--- config.mk ---
export PLATFORM = sky130hd
export DESIGN_NAME = fragment_reassembly_tracker_unit
export DESIGN_NICKNAME = d
export VERILOG_FILES = /design/src/frt_pkg.sv /design/src/frt_ctrl.sv /design/src/frt_datapath.sv /design/src/fragment_reassembly_tracker_unit.sv
export SDC_FILE = /design/constraint.sdc
export NUM_CORES = 2
export LEC_CHECK = 0
export ABC_CLOCK_PERIOD_IN_PS = 31200
export BUFFER_PORTS_ARGS = -buffer_cell sky130_fd_sc_hd__buf_2
export CAP_MARGIN = 40
export CORE_MARGIN = 2
export CORE_UTILIZATION = 45
export DETAILED_ROUTE_END_ITERATION = 10
export PLACE_DENSITY = 0.62
export SETUP_SLACK_MARGIN = 0.4
export SYNTH_ARGS = -nofsm -noshare
export SYNTH_HDL_FRONTEND = slang
export SYNTH_HIERARCHICAL = 1
export SYNTH_SLANG_ARGS = --single-unit
--- constraint.sdc ---
create_clock -name clock -period 31.2 [get_ports clock]
set_input_delay 1.56 -clock clock [delete_from_list [all_inputs] [get_ports clock]]
set_output_delay 1.56 -clock clock [all_outputs]
set_load 0.01 [all_outputs]
--- src/frt_pkg.sv ---
// Package for the fragment reassembly tracker: types, constants and status codes.
package frt_pkg;

   localparam int PendingEntries = 16;
   localparam int SavedEntries = 16;
   localparam int PendIdxW = (PendingEntries > 1) ? $clog2(PendingEntries) : 1;
   localparam int SaveIdxW = (SavedEntries > 1) ? $clog2(SavedEntries) : 1;
   localparam logic [5:0] FRAG_MASK = 6'h3F;
   localparam logic [15:0] LEN_MAX = 16'hFFFF;
   localparam logic [15:0] MAX_SIZE_RESET = 16'd32768;

   typedef enum logic [3:0] {
      ST_WHOLE     = 4'd0,
      ST_STARTED   = 4'd1,
      ST_APPENDED  = 4'd2,
      ST_COMPLETED = 4'd3,
      ST_SAVED     = 4'd4,
      ST_IGNORED   = 4'd5,
      ST_TOO_LONG  = 4'd6,
      ST_DUPLICATE = 4'd7,
      ST_NO_ID     = 4'd8,
      ST_FULL      = 4'd9
   } status_type;

   typedef struct packed {
      logic [31:0] message_id;
      logic        is_follow_on;
      logic [5:0]  fragment_number;
      logic        is_final;
      logic [9:0]  fragment_size;
      logic [7:0]  fragment_tag;
   } req_type;

   typedef struct packed {
      logic [3:0]  status;
      logic [31:0] result_message_id;
      logic [15:0] assembled_length;
      logic        message_done;
      logic        merged_saved;
      logic [7:0]  merged_tag;
      logic [7:0]  first_tag;
   } rsp_type;

   typedef enum logic [1:0] {
      FSM_IDLE,
      FSM_LOOKUP,
      FSM_UPDATE
   } fsm_type;

   // Commands from the controller to the datapath.
   typedef struct packed {
      logic capture;
      logic update;
   } cmd_type;

   function automatic logic [15:0] sat_add(input logic [15:0] a, input logic [15:0] b);
      logic [16:0] s;
      s = {1'b0, a} + {1'b0, b};
      return s[16] ? LEN_MAX : s[15:0];
   endfunction

endpackage

--- src/frt_ctrl.sv ---
// Controller state machine of the fragment reassembly tracker.
module frt_ctrl (
   input  logic              clock,
   input  logic              reset,
   input  logic              start,
   output logic              busy,
   output frt_pkg::cmd_type  cmd
);
   import frt_pkg::*;

   fsm_type state_ff, state_in;

   always_ff @(posedge clock) begin
      if (reset) begin
         state_ff <= FSM_IDLE;
      end else begin
         state_ff <= state_in;
      end
   end

   always_comb begin
      state_in = state_ff;
      cmd = '0;
      busy = 1'b0;
      unique case (state_ff)
         FSM_IDLE: begin
            cmd.capture = start;
            if (start) begin
               state_in = FSM_LOOKUP;
            end
         end
         FSM_LOOKUP: begin
            busy = 1'b1;
            state_in = FSM_UPDATE;
         end
         FSM_UPDATE: begin
            busy = 1'b1;
            cmd.update = 1'b1;
            state_in = FSM_IDLE;
         end
         default: begin
            state_in = FSM_IDLE;
         end
      endcase
   end

`ifndef SYNTHESIS
   a_update_after_lookup: assert property (@(posedge clock) disable iff (reset)
      cmd.update |-> $past(state_ff) == FSM_LOOKUP)
      else $error("update without lookup");
   a_capture_idle: assert property (@(posedge clock) disable iff (reset)
      cmd.capture |=> state_ff == FSM_LOOKUP)
      else $error("capture did not start lookup");
   a_busy_two: assert property (@(posedge clock) disable iff (reset)
      cmd.capture |=> busy ##1 busy)
      else $error("busy window wrong");
`endif

endmodule

--- src/frt_datapath.sv ---
// Datapath of the fragment reassembly tracker: tables, lookup and update.
module frt_datapath (
   input  logic              clock,
   input  logic              reset,
   input  frt_pkg::cmd_type  cmd,
   input  frt_pkg::req_type  req_word,
   input  logic              csr_write,
   input  logic [15:0]       csr_data,
   output logic              rsp_valid,
   output frt_pkg::rsp_type  rsp_word
);
   import frt_pkg::*;

   // Pending table.
   logic [PendingEntries-1:0] pv_ff, pv_in;
   logic [31:0] pid_ff [PendingEntries];
   logic [5:0]  pnext_ff [PendingEntries];
   logic [15:0] plen_ff [PendingEntries];
   logic [7:0]  ptag_ff [PendingEntries];
   // Saved table.
   logic [SavedEntries-1:0] sv_ff, sv_in;
   logic [31:0] sid_ff [SavedEntries];
   logic [5:0]  snum_ff [SavedEntries];
   logic        slast_ff [SavedEntries];
   logic [9:0]  ssize_ff [SavedEntries];
   logic [7:0]  stag_ff [SavedEntries];

   logic [15:0] max_ff;
   req_type     req_ff;

   // Lookup results registered for the update cycle.
   logic                p_hit_ff, s_hit_ff, p_free_ok_ff, s_free_ok_ff;
   logic [PendIdxW-1:0] p_idx_ff, p_free_ff;
   logic [SaveIdxW-1:0] s_idx_ff, s_free_ff;

   logic                p_hit_c, s_hit_c, p_free_ok_c, s_free_ok_c;
   logic [PendIdxW-1:0] p_idx_c, p_free_c;
   logic [SaveIdxW-1:0] s_idx_c, s_free_c;

   always_comb begin
      p_hit_c = 1'b0; p_idx_c = '0; p_free_ok_c = 1'b0; p_free_c = '0;
      for (int i = PendingEntries - 1; i >= 0; i--) begin
         if (pv_ff[i] && pid_ff[i] == req_ff.message_id) begin
            p_hit_c = 1'b1;
            p_idx_c = PendIdxW'(i);
         end
         if (!pv_ff[i]) begin
            p_free_ok_c = 1'b1;
            p_free_c = PendIdxW'(i);
         end
      end
      s_hit_c = 1'b0; s_idx_c = '0; s_free_ok_c = 1'b0; s_free_c = '0;
      for (int i = SavedEntries - 1; i >= 0; i--) begin
         if (sv_ff[i] && sid_ff[i] == req_ff.message_id) begin
            s_hit_c = 1'b1;
            s_idx_c = SaveIdxW'(i);
         end
         if (!sv_ff[i]) begin
            s_free_ok_c = 1'b1;
            s_free_c = SaveIdxW'(i);
         end
      end
   end

   // Update decision.
   rsp_type             r;
   logic                p_wr, p_clr, s_wr, s_clr;
   logic [PendIdxW-1:0] p_wi;
   logic [5:0]          nx_next;
   logic [15:0]         nx_len;
   logic [15:0]         base_len;
   logic [5:0]          base_next;
   logic [16:0]         total;
   logic                do_merge;

   always_comb begin
      r = '0;
      r.result_message_id = req_ff.message_id;
      p_wr = 1'b0; p_clr = 1'b0; s_wr = 1'b0; s_clr = 1'b0;
      p_wi = p_idx_ff;
      nx_next = pnext_ff[p_idx_ff];
      nx_len = plen_ff[p_idx_ff];
      base_len = '0; base_next = '0; do_merge = 1'b0;
      total = {1'b0, plen_ff[p_idx_ff]} + {7'd0, req_ff.fragment_size};
      if (!req_ff.is_follow_on && req_ff.is_final) begin
         r.status = ST_WHOLE;
         r.assembled_length = {6'd0, req_ff.fragment_size};
         r.message_done = 1'b1;
         r.first_tag = req_ff.fragment_tag;
      end else if (req_ff.message_id == '0) begin
         r.status = ST_NO_ID;
      end else if (!req_ff.is_follow_on) begin
         if (p_hit_ff) begin
            r.status = ST_DUPLICATE;
            r.assembled_length = plen_ff[p_idx_ff];
            r.first_tag = ptag_ff[p_idx_ff];
         end else if (!p_free_ok_ff) begin
            r.status = ST_FULL;
         end else begin
            r.status = ST_STARTED;
            r.first_tag = req_ff.fragment_tag;
            p_wr = 1'b1;
            p_wi = p_free_ff;
            base_len = {6'd0, req_ff.fragment_size};
            base_next = 6'd1;
            do_merge = 1'b1;
         end
      end else if (p_hit_ff && pnext_ff[p_idx_ff] == req_ff.fragment_number) begin
         r.first_tag = ptag_ff[p_idx_ff];
         if (total < {1'b0, max_ff}) begin
            base_len = sat_add(plen_ff[p_idx_ff], {6'd0, req_ff.fragment_size});
            r.assembled_length = base_len;
            if (req_ff.is_final) begin
               r.status = ST_COMPLETED;
               r.message_done = 1'b1;
               p_clr = 1'b1;
            end else begin
               r.status = ST_APPENDED;
               p_wr = 1'b1;
               base_next = (pnext_ff[p_idx_ff] + 6'd1) & FRAG_MASK;
               do_merge = 1'b1;
            end
         end else begin
            r.status = ST_TOO_LONG;
            r.assembled_length = plen_ff[p_idx_ff];
            p_clr = 1'b1;
         end
      end else begin
         if (s_hit_ff) begin
            r.status = ST_IGNORED;
         end else if (s_free_ok_ff) begin
            r.status = ST_SAVED;
            s_wr = 1'b1;
         end else begin
            r.status = ST_FULL;
         end
         if (p_hit_ff) begin
            r.assembled_length = plen_ff[p_idx_ff];
            r.first_tag = ptag_ff[p_idx_ff];
         end
      end
      if (do_merge) begin
         nx_len = base_len;
         nx_next = base_next;
         r.assembled_length = base_len;
         if (s_hit_ff && snum_ff[s_idx_ff] == base_next) begin
            nx_len = sat_add(base_len, {6'd0, ssize_ff[s_idx_ff]});
            r.assembled_length = nx_len;
            r.merged_saved = 1'b1;
            r.merged_tag = stag_ff[s_idx_ff];
            s_clr = 1'b1;
            if (slast_ff[s_idx_ff]) begin
               r.message_done = 1'b1;
               p_wr = 1'b0;
               p_clr = 1'b1;
            end else begin
               nx_next = (base_next + 6'd1) & FRAG_MASK;
            end
         end
      end
   end

   always_comb begin
      pv_in = pv_ff;
      sv_in = sv_ff;
      if (cmd.update) begin
         if (p_wr) pv_in[p_wi] = 1'b1;
         if (p_clr) pv_in[p_wi] = 1'b0;
         if (s_wr) sv_in[s_free_ff] = 1'b1;
         if (s_clr) sv_in[s_idx_ff] = 1'b0;
      end
   end

   always_ff @(posedge clock) begin
      if (reset) begin
         pv_ff <= '0;
         sv_ff <= '0;
         max_ff <= MAX_SIZE_RESET;
         rsp_valid <= 1'b0;
      end else begin
         pv_ff <= pv_in;
         sv_ff <= sv_in;
         if (csr_write) max_ff <= csr_data;
         rsp_valid <= cmd.update;
      end
   end

   always_ff @(posedge clock) begin
      if (cmd.capture) req_ff <= req_word;
      p_hit_ff <= p_hit_c;
      p_idx_ff <= p_idx_c;
      p_free_ok_ff <= p_free_ok_c;
      p_free_ff <= p_free_c;
      s_hit_ff <= s_hit_c;
      s_idx_ff <= s_idx_c;
      s_free_ok_ff <= s_free_ok_c;
      s_free_ff <= s_free_c;
      if (cmd.update) begin
         rsp_word <= r;
         if (p_wr) begin
            pid_ff[p_wi] <= req_ff.message_id;
            pnext_ff[p_wi] <= nx_next;
            plen_ff[p_wi] <= nx_len;
            if (!req_ff.is_follow_on) ptag_ff[p_wi] <= req_ff.fragment_tag;
         end
         if (s_wr) begin
            sid_ff[s_free_ff] <= req_ff.message_id;
            snum_ff[s_free_ff] <= req_ff.fragment_number;
            slast_ff[s_free_ff] <= req_ff.is_final;
            ssize_ff[s_free_ff] <= req_ff.fragment_size;
            stag_ff[s_free_ff] <= req_ff.fragment_tag;
         end
      end
   end

`ifndef SYNTHESIS
   a_rsp_one_cycle: assert property (@(posedge clock) disable iff (reset)
      rsp_valid |=> !rsp_valid)
      else $error("result held two cycles");
   a_done_frees: assert property (@(posedge clock) disable iff (reset)
      cmd.update && r.message_done && r.status != ST_WHOLE |=> !pv_ff[$past(p_wi)])
      else $error("done entry still valid");
   a_merge_frees: assert property (@(posedge clock) disable iff (reset)
      cmd.update && r.merged_saved |=> !sv_ff[$past(s_idx_ff)])
      else $error("merged entry still valid");
`endif

endmodule

--- src/fragment_reassembly_tracker_unit.sv ---
// Top level of the fragment reassembly tracker.
//  channel   ports                      direction  handshake
//  request   start, busy, req_word      in         start && !busy
//  response  rsp_valid, rsp_word        out        rsp_valid, one cycle
//  config    csr_write, csr_data        in         csr_write
// Each word goes through capture, table lookup, then update, which sets rsp_valid
// in the next cycle; the lookup results over both tables are registered before
// the update. A new word is accepted the cycle after the update.
// Reset clears all valid bits and loads max_message_size with 32768.
// The receiver cannot stall; each result shows for exactly one cycle.
module fragment_reassembly_tracker_unit (
   input  logic              clock,
   input  logic              reset,
   input  logic              start,
   output logic              busy,
   input  frt_pkg::req_type  req_word,
   input  logic              csr_write,
   input  logic [15:0]       csr_data,
   output logic              rsp_valid,
   output frt_pkg::rsp_type  rsp_word
);
   import frt_pkg::*;

   cmd_type cmd;

   frt_ctrl u_ctrl (
      .clock (clock),
      .reset (reset),
      .start (start),
      .busy  (busy),
      .cmd   (cmd)
   );

   frt_datapath u_dp (
      .clock     (clock),
      .reset     (reset),
      .cmd       (cmd),
      .req_word  (req_word),
      .csr_write (csr_write),
      .csr_data  (csr_data),
      .rsp_valid (rsp_valid),
      .rsp_word  (rsp_word)
   );

endmodule

Yosys cells after proc, flatten, opt, wreduce, memory -nomap -nowiden
Memories as Yosys holds them, arrays and structs flattened.
Index checks and enable logic that the tools add are counted.

operators by class
  $add $sub $neg = 4
  multiply operators = 0
  divide/modulo/power cells = 0
  order comparisons = 7
  equal/unequal tests = 37
  shifts and indexed selects = 0
  multiplexer cells = 174
  bitwise gates (word level) = 6
  reduce and logical (&&, ||, !) cells = 60

operators with widths
  cell                   count
  $eq A32 B32 Y1         32
  $mux W16               20
  $mux W4                44
  $mux W6                10
  $mux W1                58
  $mux W8                7
  $mux W26               2
  $mux W3                17
  $logic_and A1 B1 Y1    38
  $add A16 B10 Y17       2
  $mux W17               2
  $and A16 B16 Y16       2
  $logic_not A32 Y1      1
  $not A16 Y16           2
  $or A16 B16 Y16        2
  $reduce_and A15 Y1     2
  $reduce_or A15 Y1      2
  $mux W2                9
  $lt A17 B16 Y1         1
  $reduce_and A8 Y1      2
  $reduce_or A8 Y1       2
  $lt A4 B5 Y1 const B   3
  $add A6 B1 Y6 const B  2
  $demux W1 S4           3
  other kinds (13)       23

word-level totals
  register bits = 199
  latch bits = 0
  RAM bits = 1,904
  ROM bits = 0
  output and inout port bits = 72
  memories kept = 9

memories
  memory           words  width  read ports  clocked after memory_dff  write ports  line                RTL
  u_dp.pid_ff      16     32     16          0                         1            frt_datapath.sv:16  logic [31:0] pid_ff [PendingEntries];
  u_dp.sid_ff      16     32     16          0                         1            frt_datapath.sv:22  logic [31:0] sid_ff [SavedEntries];
  u_dp.plen_ff     16     16     1           0                         1            frt_datapath.sv:18  logic [15:0] plen_ff [PendingEntries];
  u_dp.ssize_ff    16     10     1           0                         1            frt_datapath.sv:25  logic [9:0] ssize_ff [SavedEntries];
  u_dp.ptag_ff     16     8      1           0                         1            frt_datapath.sv:19  logic [7:0] ptag_ff [PendingEntries];
  u_dp.stag_ff     16     8      1           0                         1            frt_datapath.sv:26  logic [7:0] stag_ff [SavedEntries];
  3 more memories  n/a    n/a    n/a         n/a                       n/a          n/a

Depth between registers and ports, before layout
An unclocked memory read counts as a cell.

  word-level depth = 18
  gate-level depth with buffers = 41
  depth with buffers taken out = 33

Modules after synthesis
Netlist, hierarchy kept.

modules (own cells, without submodules)
  module        times used  cells each  area an instance (um^2)
  frt_datapath  1           4,907       86,082.6
  frt_ctrl      1           16          162.7

Worst setup path after synthesis
OpenSTA, ideal clock, no wires.

  kind = register to register
  start point = register u_dp.p_idx_ff[0]
  end point = memory u_dp.plen_ff[0][7] (data pin)
  arrival time = 10,074 ps
  required time = 30,870 ps
  path slack = 20,796 ps
  stages on the path, launching flop included = 40
  buffers on the path = 10
  cells stage by stage = dfxtp_1 -> buf_6 -> buf_6 -> buf_4 -> buf_2 -> buf_1 -> clkbuf_1 -> mux4_2 -> mux4_2 -> ha_1 -> clkbuf_1 -> nand3_1 -> o311ai_0 -> o21ai_1 -> xnor2_1 -> ha_1 -> a21o_1 -> a21o_1 -> [4 not listed] -> and2_1 -> clkbuf_1 -> clkbuf_1 -> a22o_1 -> ha_1 -> fa_1 -> a21o_1 -> a21oi_1 -> o21bai_1 -> a2111oi_0 -> o41ai_1 -> nand2_1 -> nor4_1 -> nand2b_1 -> clkbuf_1 -> nand3_1 -> o21ai_1 -> o21ai_0

between the ends
  longest elaborated chain between the ends = 12
  elaborated cells between the ends (all ways) = 30
  classes of those cells = add/sub (3); order compare (1); eq/ne (2); mux (20); reduce/logical (2); memory (2)

RTL lines
  element                                            line                                                    RTL
  start, declared                                    frt_datapath.sv:33                                      logic [PendIdxW-1:0] p_idx_ff, p_free_ff;
  start signal, assigned                             frt_datapath.sv:191                                     p_idx_ff <= p_idx_c;
  $mem_v2 Z16 W16 or $mem_v2 Z16 W6 (tied branches)  n/a
  $add A16 B10 Y17 or $add A6 B1 Y6 (tied branches)  frt_pkg.sv:58, frt_datapath.sv:84, frt_datapath.sv:120
  $lt A17 B16 Y1 (tied with other cells)             frt_datapath.sv:110                                     if (total < {1'b0, max_ff}) begin
  $mux W16 or $mux W6 (tied branches)                frt_datapath.sv:110
  $mux W16 or $mux W6 (tied branches)                frt_datapath.sv:108                                     end else if (p_hit_ff && pnext_ff[p_idx_ff] == req_ff.fragment_number) begin
  $mux W16 or $mux W6 (tied branches)                frt_datapath.sv:92                                      end else if (!req_ff.is_follow_on) begin
  $mux W16 or $mux W6 (tied branches)                frt_datapath.sv:90                                      end else if (req_ff.message_id == '0) begin
  $mux W16 or $mux W6 (tied branches)                frt_datapath.sv:85                                      if (!req_ff.is_follow_on && req_ff.is_final) begin
  $add A16 B10 Y17 or $eq A6 B6 Y1 (tied branches)   frt_pkg.sv:58, frt_datapath.sv:146
  $mux W16 or $logic_and A1 B1 Y1 (tied branches)    frt_pkg.sv:59, frt_datapath.sv:146
  $mux W16                                           frt_datapath.sv:146                                     if (s_hit_ff && snum_ff[s_idx_ff] == base_next) begin
  $mux W16 *                                         frt_datapath.sv:142                                     if (do_merge) begin
  net u_dp.nx_len[7]                                 frt_datapath.sv:70                                      logic [15:0] nx_len;
  end, declared                                      frt_datapath.sv:18

The timed path passes the listed nets; every way through them passes the cells marked *.

Worst setup path after layout
  start point = register u_dp.p_idx_ff[0]
  end point = memory u_dp.plen_ff[10][10] (data pin)

The elaborated chain is that of the path after synthesis.

==> results.sh <==
export IMPL_outcome="completed"
export IMPL_worstRegToRegCells=31
export IMPL_avgSynthCellArea_um2=17.5
export IMPL_die_x_um=442
export IMPL_critical_path_class="reg -> reg"
export IMPL_crit_fanout=42
export IMPL_clock_sinks=2103
export IMPL_cpPeakStageDelay_ps=750
export IMPL_p_per_area_nw_per_um2=63.5
export IMPL_num_rows=160
export IMPL_gp_congestion=0.894
export IMPL_gr_usage_all_layers=0.225
export IMPL_whs_path_depth=2
export IMPL_ir_drop_mv=0.0657
export IMPL_core_area_um2=190000
export IMPL_ys_types=80
export IMPL_drc=0
export IMPL_pre_cts_ws_ps=19730
export IMPL_yosys_area_share_xor_xnor=0.107
export IMPL_synth_edf_count=2032
export IMPL_drt_iter0_markers=4977
export IMPL_dp_hpwl_um=127000
export IMPL_drv_slew=0
export IMPL_grt_pass1_vias=45400
export IMPL_slowest_stage="buf_4"
export IMPL_dieHeight_um=442
export IMPL_fin_nets=5370
export IMPL_wl_per_cell_um=27.7
export IMPL_synth_top_family_by_area="XOR/XNOR gates"
export IMPL_tritoncts="yes"
export IMPL_ys_async_sr_fraction=0
export IMPL_synth_fa_ha_area_frac=0.00641
export IMPL_final_cell_mix="edfxtp_1 (2,032), xnor2_1 (786), xor2_1 (270)"
export IMPL_floorplan_initialDensity=0.453
export IMPL_drt_wl_total_um=220000
export IMPL_antenna_found_initial=11
export IMPL_relSlewSlack=0.382
export IMPL_stdcell_area_um2=98600
export IMPL_final_common_cell="edfxtp_1"
export IMPL_dp_cells=7543
export IMPL_ys_ff_latch=2103
export IMPL_path_clk_slew_ps=60
export IMPL_synth_compound_area_share=0.0240
export IMPL_cts_max_level=4
export IMPL_dpl_cell_area_um2=91600
export IMPL_finClkSkew_ps=39.2
export IMPL_period_minus_slack_ps=11610
export IMPL_overflow=0
export IMPL_cp_end_kind="flip-flop"
export IMPL_grt_pass1_wl_um=320000
export IMPL_ys_seq_area_frac=0.724
export IMPL_power_leakage_nw=30.6
export IMPL_fmax_ghz=0.0861
export IMPL_io_buffers=149
export IMPL_hold_viol=0
export IMPL_regArea_um2=62500
export IMPL_rsz0062_at_grt="false"
export IMPL_multi_input_area_um2=22900
export IMPL_worst_pin_slew_ps=927
export IMPL_fin_setup_tns_ps=0
export IMPL_hold_slack_ps=506
export IMPL_worst_ep_required_time_ps=31800
export IMPL_ys_flop_type="edfxtp_1"
export IMPL_synth_simple_area_share=0.0515
export IMPL_finalPower_mw=6.26
export IMPL_viasPerCell=5.73
export IMPL_vias=45500
export IMPL_min_path_type="reg -> reg"
export IMPL_syn_cell_area_um2=86200
export IMPL_grt_max_degree=68
export IMPL_dr_pass1_iters=6
export IMPL_dieArea_um2=195000
export IMPL_synth_cells=4923
export IMPL_cts_resized=0
export IMPL_cts_max_path_buffers=3
export IMPL_fin_crit_sh=0.372
export IMPL_synth_fp_nets=5044
export IMPL_arrival_ps=12200
export IMPL_io_pins=150
export IMPL_clockRootBuffer="clkbuf_16"
export IMPL_numCtsBuffers=213
export IMPL_final_cells=7945
export IMPL_post_cts_setup_buffer_count=0
export IMPL_yosys_warnings=6
export IMPL_ant_nets=0
export IMPL_setup_slack_ps=19590
export IMPL_setup_viol=0
export IMPL_drive_above_1_share=0.179
export IMPL_startpoint_type="flip-flop"
export IMPL_n_fill_cell=15100
export IMPL_synthToLayoutAreaGrowth_pct=14.3
export IMPL_muxShareOfSynthArea=0.0733
export IMPL_maxCapViolations=0
export IMPL_postCtsHoldBufs=0
export IMPL_clk_latency_ps=870
export IMPL_fin_util=0.518
-- Yosys cell counts (9+ instances only) --
cell type / instances / area share
nand2_1: 138 / 0.0060
o21ai_1: 14 / 0.00081
clkbuf_1: 130 / 0.0057
mux4_2: 259 / 0.068
and3_1: 14 / 0.0010
a21boi_0: 10 / 0.00087
dfxtp_1: 71 / 0.016
or4_1: 22 / 0.0019
o221a_1: 12 / 0.0016
a21oi_1: 71 / 0.0041
inv_1: 51 / 0.0022
mux2i_1: 46 / 0.0053
nand3b_1: 9 / 0.00078
a22oi_1: 14 / 0.0012
buf_2: 13 / 0.00075
nor3_1: 39 / 0.0023
a22o_1: 15 / 0.0015
o21ai_0: 56 / 0.0032
nand2b_1: 14 / 0.0010
a211oi_1: 13 / 0.0011
nor2_1: 132 / 0.0057
a21o_1: 11 / 0.00096
o21bai_1: 9 / 0.00078
edfxtp_1: 2032 / 0.71
xor2_1: 270 / 0.027
nand3_1: 88 / 0.0051
xnor2_1: 786 / 0.080
ha_1: 41 / 0.0059
nand4_1: 215 / 0.016
nor2b_1: 11 / 0.00080
buf_1: 74 / 0.0032
nor4_1: 104 / 0.0075
a31oi_1: 13 / 0.00094
-- registers in the layout, indices dropped and copies added (netlist names), 26 cells and up --
signal         count
u_dp/stag_ff     128
u_dp/plen_ff     256
u_dp/pid_ff      512
u_dp/req_ff       26
u_dp/pnext_ff     96
u_dp/rsp_word     70
u_dp/ptag_ff     128
u_dp/sid_ff      512
u_dp/r            32
u_dp/ssize_ff    160
u_dp/snum_ff      96
-- worst paths after layout --
check / startpoint / endpoint / slack, ps
setup / recovery: u_dp/p_idx_ff[0] / u_dp/plen_ff[10][10] / 19590
hold reg to reg: u_dp/max_ff[8] / u_dp/max_ff[8] / 510
hold / removal: u_dp/max_ff[8] / u_dp/max_ff[8] / 510
setup reg to reg: u_dp/p_idx_ff[0] / u_dp/plen_ff[10][10] / 19590
-- per-layer routing --
metal  track usage  vias to the layer above  routed length (um)
li1              -                    19700                   -
met1         0.319                    23900               94500
met2         0.365                     1574              105000
met3        0.0284                      322               14300
met4        0.0701                        0                6130
met5             0                        -                   0
-- cell type report --
| type | count | area share |
|---|---|---|
| sequential | 2103 | 0.634 |
| multi-input combinational | 2537 | 0.232 |
| clock buffer | 288 | 0.0592 |
| tap | 2511 | 0.0319 |
| timing repair buffer | 340 | 0.0299 |
| clock inverter | 105 | 0.0109 |
| inverter | 54 | 0.00206 |
| antenna | 7 | 0.000178 |
-- power by group --
| group | leakage, nW | internal (mW) | total, mW | switching, mW |
|---|---|---|---|---|
| Clock | 3.37 | 1.45 | 2.52 | 1.07 |
| Sequential | 18.9 | 3.18 | 3.22 | 0.0332 |
| Combinational | 8.33 | 0.166 | 0.525 | 0.359 |
| Total | 30.6 | 4.80 | 6.26 | 1.46 |
-- cell families (layout without fill, tap and decap cells) --
logic type / after synthesis / in the layout
buf+inv: 283 / 787
xor+xnor: 1057 / 1057
flops: 2103 / 2103
compound gates: 304 / 304
mux: 307 / 307
other cells: 0 / 7
fa+ha+maj: 43 / 43
simple gates: 826 / 826
-- worst max-delay path: cells and delay by family, from the launching register on --
kind / cells / cell delay [ps]
AOI/OAI and AO/OA: 16 / 4460
and+or+nand+nor: 7 / 2440
adders and majority gates: 4 / 1190
muxes: 2 / 1170
buffers and inverters: 1 / 750
DFF: 1 / 710
xor gates and xnor gates: 1 / 560
(Power assumes the default switching activity.)
